`config.mk`:
```
export PLATFORM = sky130hd
export DESIGN_NAME = ptrs_front
export DESIGN_NICKNAME = d
export VERILOG_FILES = /design/src/ptrs_pkg.sv /design/src/ptrs_front.sv
export SDC_FILE = /design/constraint.sdc
export NUM_CORES = 1
export LEC_CHECK = 0
export ABC_AREA = 1
export BUFFER_PORTS_ARGS = -buffer_cell sky130_fd_sc_hd__buf_2
export CAP_MARGIN = 10
export CORE_MARGIN = 8
export CORE_UTILIZATION = 55
export DETAILED_ROUTE_END_ITERATION = 7
export MAX_ROUTING_LAYER = met4
export PLACE_DENSITY = 0.83
export REMOVE_ABC_BUFFERS = 1
export SYNTH_ARGS = -nofsm -noshare
export SYNTH_HDL_FRONTEND = slang
export SYNTH_SLANG_ARGS = --single-unit
export TNS_END_PERCENT = 20
```
`constraint.sdc`:
```
create_clock -name clk -period 23.7 [get_ports clk]
set_input_delay 3.555 -clock clk [delete_from_list [all_inputs] [get_ports clk]]
set_output_delay 3.555 -clock clk [all_outputs]
set_load 0.01 [all_outputs]
```
`src/ptrs_pkg.sv`:
```
// Package for the periodic tile rectangle sum block.
// Holds the widths, the queue item type, the control states and small helpers.
// No dependencies.
`default_nettype none
package ptrs_pkg;

  localparam int MAX_SEEDS     = 16;
  localparam int SEED_IDX_BITS = 4;
  localparam int VALUE_BITS    = 32;
  localparam int COORD_BITS    = 27;
  localparam int SUM_BITS      = 64;
  localparam int HP_BITS       = 5;
  localparam int SIDE_BITS     = 5;
  localparam int TBL_ADDR_BITS = 2 * SIDE_BITS;
  localparam int TBL_DEPTH     = 1 << TBL_ADDR_BITS;
  localparam int QW            = COORD_BITS + 1;
  localparam int QW_CNT_BITS   = $clog2(QW);

  typedef enum logic {
    OP_LOAD  = 1'b0,
    OP_QUERY = 1'b1
  } op_t;

  typedef struct packed {
    op_t                     op;
    logic [SEED_IDX_BITS-1:0] seed_index;
    logic [VALUE_BITS-1:0]   seed_value;
    logic                    seed_last;
    logic [COORD_BITS-1:0]   row_low;
    logic [COORD_BITS-1:0]   col_low;
    logic [COORD_BITS-1:0]   row_high;
    logic [COORD_BITS-1:0]   col_high;
  } item_t;

  typedef enum logic [2:0] {
    S_IDLE,
    S_BREAD,
    S_BWRITE,
    S_QDIV,
    S_QREAD,
    S_QMUL,
    S_OUT
  } state_t;

  // Sum of two residues below n, reduced once more modulo n.
  function automatic logic [SEED_IDX_BITS-1:0] add_mod(
    input logic [SEED_IDX_BITS-1:0] a,
    input logic [SEED_IDX_BITS-1:0] b,
    input logic [HP_BITS-1:0]       n
  );
    logic [HP_BITS-1:0] s;
    s = HP_BITS'(a) + HP_BITS'(b);
    if (s >= n) begin
      s = s - n;
    end
    return s[SEED_IDX_BITS-1:0];
  endfunction

  // Seed count in use: zero acts as one, large values saturate.
  function automatic logic [HP_BITS-1:0] clamp_n(input logic [HP_BITS-1:0] hp);
    logic [HP_BITS-1:0] r;
    r = hp;
    if (hp == '0) begin
      r = HP_BITS'(1);
    end else if (hp > HP_BITS'(MAX_SEEDS)) begin
      r = HP_BITS'(MAX_SEEDS);
    end
    return r;
  endfunction

endpackage
`default_nettype wire

```
`src/ptrs_front.sv`:
```
// Front end: accepts input items, tags each as a load or a query and holds
// them in a two-entry queue for the back end. Depends on ptrs_pkg.
`default_nettype none
module ptrs_front (
  input  logic                               clk,
  input  logic                               rst,
  input  logic                               in_valid,
  output logic                               in_stall,
  input  logic                               cmd,
  input  logic [ptrs_pkg::SEED_IDX_BITS-1:0] seed_index,
  input  logic [ptrs_pkg::VALUE_BITS-1:0]    seed_value,
  input  logic                               seed_last,
  input  logic [ptrs_pkg::COORD_BITS-1:0]    row_low,
  input  logic [ptrs_pkg::COORD_BITS-1:0]    col_low,
  input  logic [ptrs_pkg::COORD_BITS-1:0]    row_high,
  input  logic [ptrs_pkg::COORD_BITS-1:0]    col_high,
  output logic                               q_valid,
  output ptrs_pkg::item_t                    q_item,
  input  logic                               q_pop
);

  ptrs_pkg::item_t entry [2];
  logic            wptr;
  logic            rptr;
  logic [1:0]      count;
  logic            push;
  ptrs_pkg::item_t in_item;

  assign in_stall = (count == 2'd2);
  assign push     = in_valid && !in_stall;
  assign q_valid  = (count != 2'd0);
  assign q_item   = entry[rptr];

  always_comb begin
    in_item.op         = cmd ? ptrs_pkg::OP_QUERY : ptrs_pkg::OP_LOAD;
    in_item.seed_index = seed_index;
    in_item.seed_value = seed_value;
    in_item.seed_last  = seed_last;
    in_item.row_low    = row_low;
    in_item.col_low    = col_low;
    in_item.row_high   = row_high;
    in_item.col_high   = col_high;
  end

  always_ff @(posedge clk) begin
    if (push) begin
      entry[wptr] <= in_item;
    end
    if (rst) begin
      wptr  <= 1'b0;
      rptr  <= 1'b0;
      count <= 2'd0;
    end else begin
      if (push) begin
        wptr <= ~wptr;
      end
      if (q_pop) begin
        rptr <= ~rptr;
      end
      count <= count + {1'b0, push} - {1'b0, q_pop};
    end
  end

endmodule
`default_nettype wire

```
==> metrics.yaml <==
core_mm2: 0.0194
setup.worst_path.start_class: "flip-flop"
finalSetupTns_ps: 0
fp.dieW_um: 156
hold_class: "flip-flop to flip-flop"
ios: 298
final_core_util_pct: 69.1
io_buffers: 297
htree_levels: 1
maxSlewViolCount: 0
routed_wl_um: 21500
worstSetupPathType: "flip-flop to primary output"
register_area_mm2: 0.00887
first_iter_violations: 233
clk_latency_ps: 530
fin_cells: 1094
vdd_drop_max_mv: 0.0885
syn_area_mm2: 0.0109
nFillCells: 1321
relSlewSlack_pct: 29.3
p_total_mw: 1.21
grt_overflow: 0
ys_types: 12
cts_tree: "done"
fin_skew_ps: 6.90
root_buffer: "clkbuf_16"
post-place-cells: 1038
leakagePower_nw: 5.02
place_hpwl_um: 14800
synthTopCellsByArea: "edfxtp_1 (81%), mux2_2 (15%), clkbuf_8 (1.3%)"
multi_input_area_mm2: 0.00175
start_util_pct: 55.9
grt_antenna_before_repair: 4
max-clock-path-buffers: 3
vias_per_cell: 5.06
synth_top_cell_by_area: "edfxtp_1"
ys_seq_area_share_pct: 81.7
setup_violations: 0
final_common_cell: "buf_2"
period_share_pct: 27.6
firstDrtPassIters: 4
ys_ff_latch: 297
path_max_fanout: 81
drc: 0
vias: 5532
layout_min_cycle_time_ps: 6550
fmax_mhz: 153
avgSynthCellArea_um2: 22.3
arrival_ps: 2990
layout_common_cells: "buf_2 (297), edfxtp_1 (292), mux2_2 (146), clkbuf_16 (29), clkbuf_1 (9)"
stdcell_area_mm2: 0.0134
cts_resized: 0
place_ws_ps: 17600
fin_ws_ps: 17150
drive_above_1_share_pct: 59.1
grt_max_degree: 87
synthCells: 487
wl_per_cell_um: 19.6
maxCapViolations: 0
gp_congestion: 0.745
post_cts_buffers: 0
ys_warn_count: 0
end_kind: "primary output"
grt.total_usage_pct: 17.4
hold_viol: 0
rows: 51
ant_nets: 0
die_y_um: 156
clkSinkCount: 297
dieArea_mm2: 0.0245
grt_pass1_wl_um: 31700
hold_buffers: 0
nets: 956
fin_hold_ws_ps: 532
grt_setup_unrepaired: "no"
tightestPinTransition_ps: 1060
worstPathRequired_ps: 20150
synth_top_area_share_pct: 80.8
area_growth_pct: 23.5
clk_pin_slew_ps: 60
place_area_mm2: 0.0125
status: "finished clean"
power.density_mw_per_mm2: 90.2
grt_pass1_vias: 6066
cts_buffers: 29
## flip-flops by register name, summed over array words and instances (netlist names), named ones only
register	flops
entry	292
wptr	1
rptr	1
count	2
## routing by layer
layer,track usage [%],part of all wire [%]
met5,-,0
met4,5.86,2.9
met3,5.35,8.7
met2,31.1,53
met1,17.8,35
## power by group
group	leakage (nW)	internal, mW	switching (mW)	total [mW]
clock network	0.426	0.245	0.173	0.419
logic	1.84	0.0656	0.0818	0.147
registers	2.76	0.630	0.0135	0.643
## Yosys cell counts (all sizes together)
cell    instances
nor2            6
nand3           2
ha              2
a21oi           2
edfxtp        292
dfxtp           5
inv             8
clkbuf         10
xnor2           1
mux2          146
nand2           7
buf             6
## kinds of logic after synthesis
logic type,count (synthesis),synth area share [%]
DFF,297,81.7
muxes,146,15.2
buffers and inverters,24,2.17
and+or+nand+nor,15,0.542
AOI/OAI and AO/OA,2,0.0923
adders and majority gates,2,0.231
xor gates and xnor gates,1,0.0807
## worst max-delay path, cell delays in order, from the launching register on
cell	delay, ps
dfxtp_4	870
buf_4	920
mux2_2	430
buf_2	150
## cell type report
cell class | count | share of cell area [%]
clock inverter | 13 | 0.831
clock buffer | 38 | 5.67
timing repair buffer | 302 | 11.4
antenna | 5 | 0.0934
multi-input combinational | 166 | 13.1
tap | 265 | 2.47
sequential | 297 | 66.2
inverter | 8 | 0.261
## worst paths after layout
kind	start	endpoint	slack [ps]	cells past startpoint
worst max-delay path	flip-flop	q_item[109]	17150	3
worst min-delay path	rptr	flip-flop	530	2
worst max register to register	count[0]	entry[1][108]	21160	5
worst min register to register	rptr	flip-flop	530	2
Note: power is estimated with default switching activity, not from simulation.
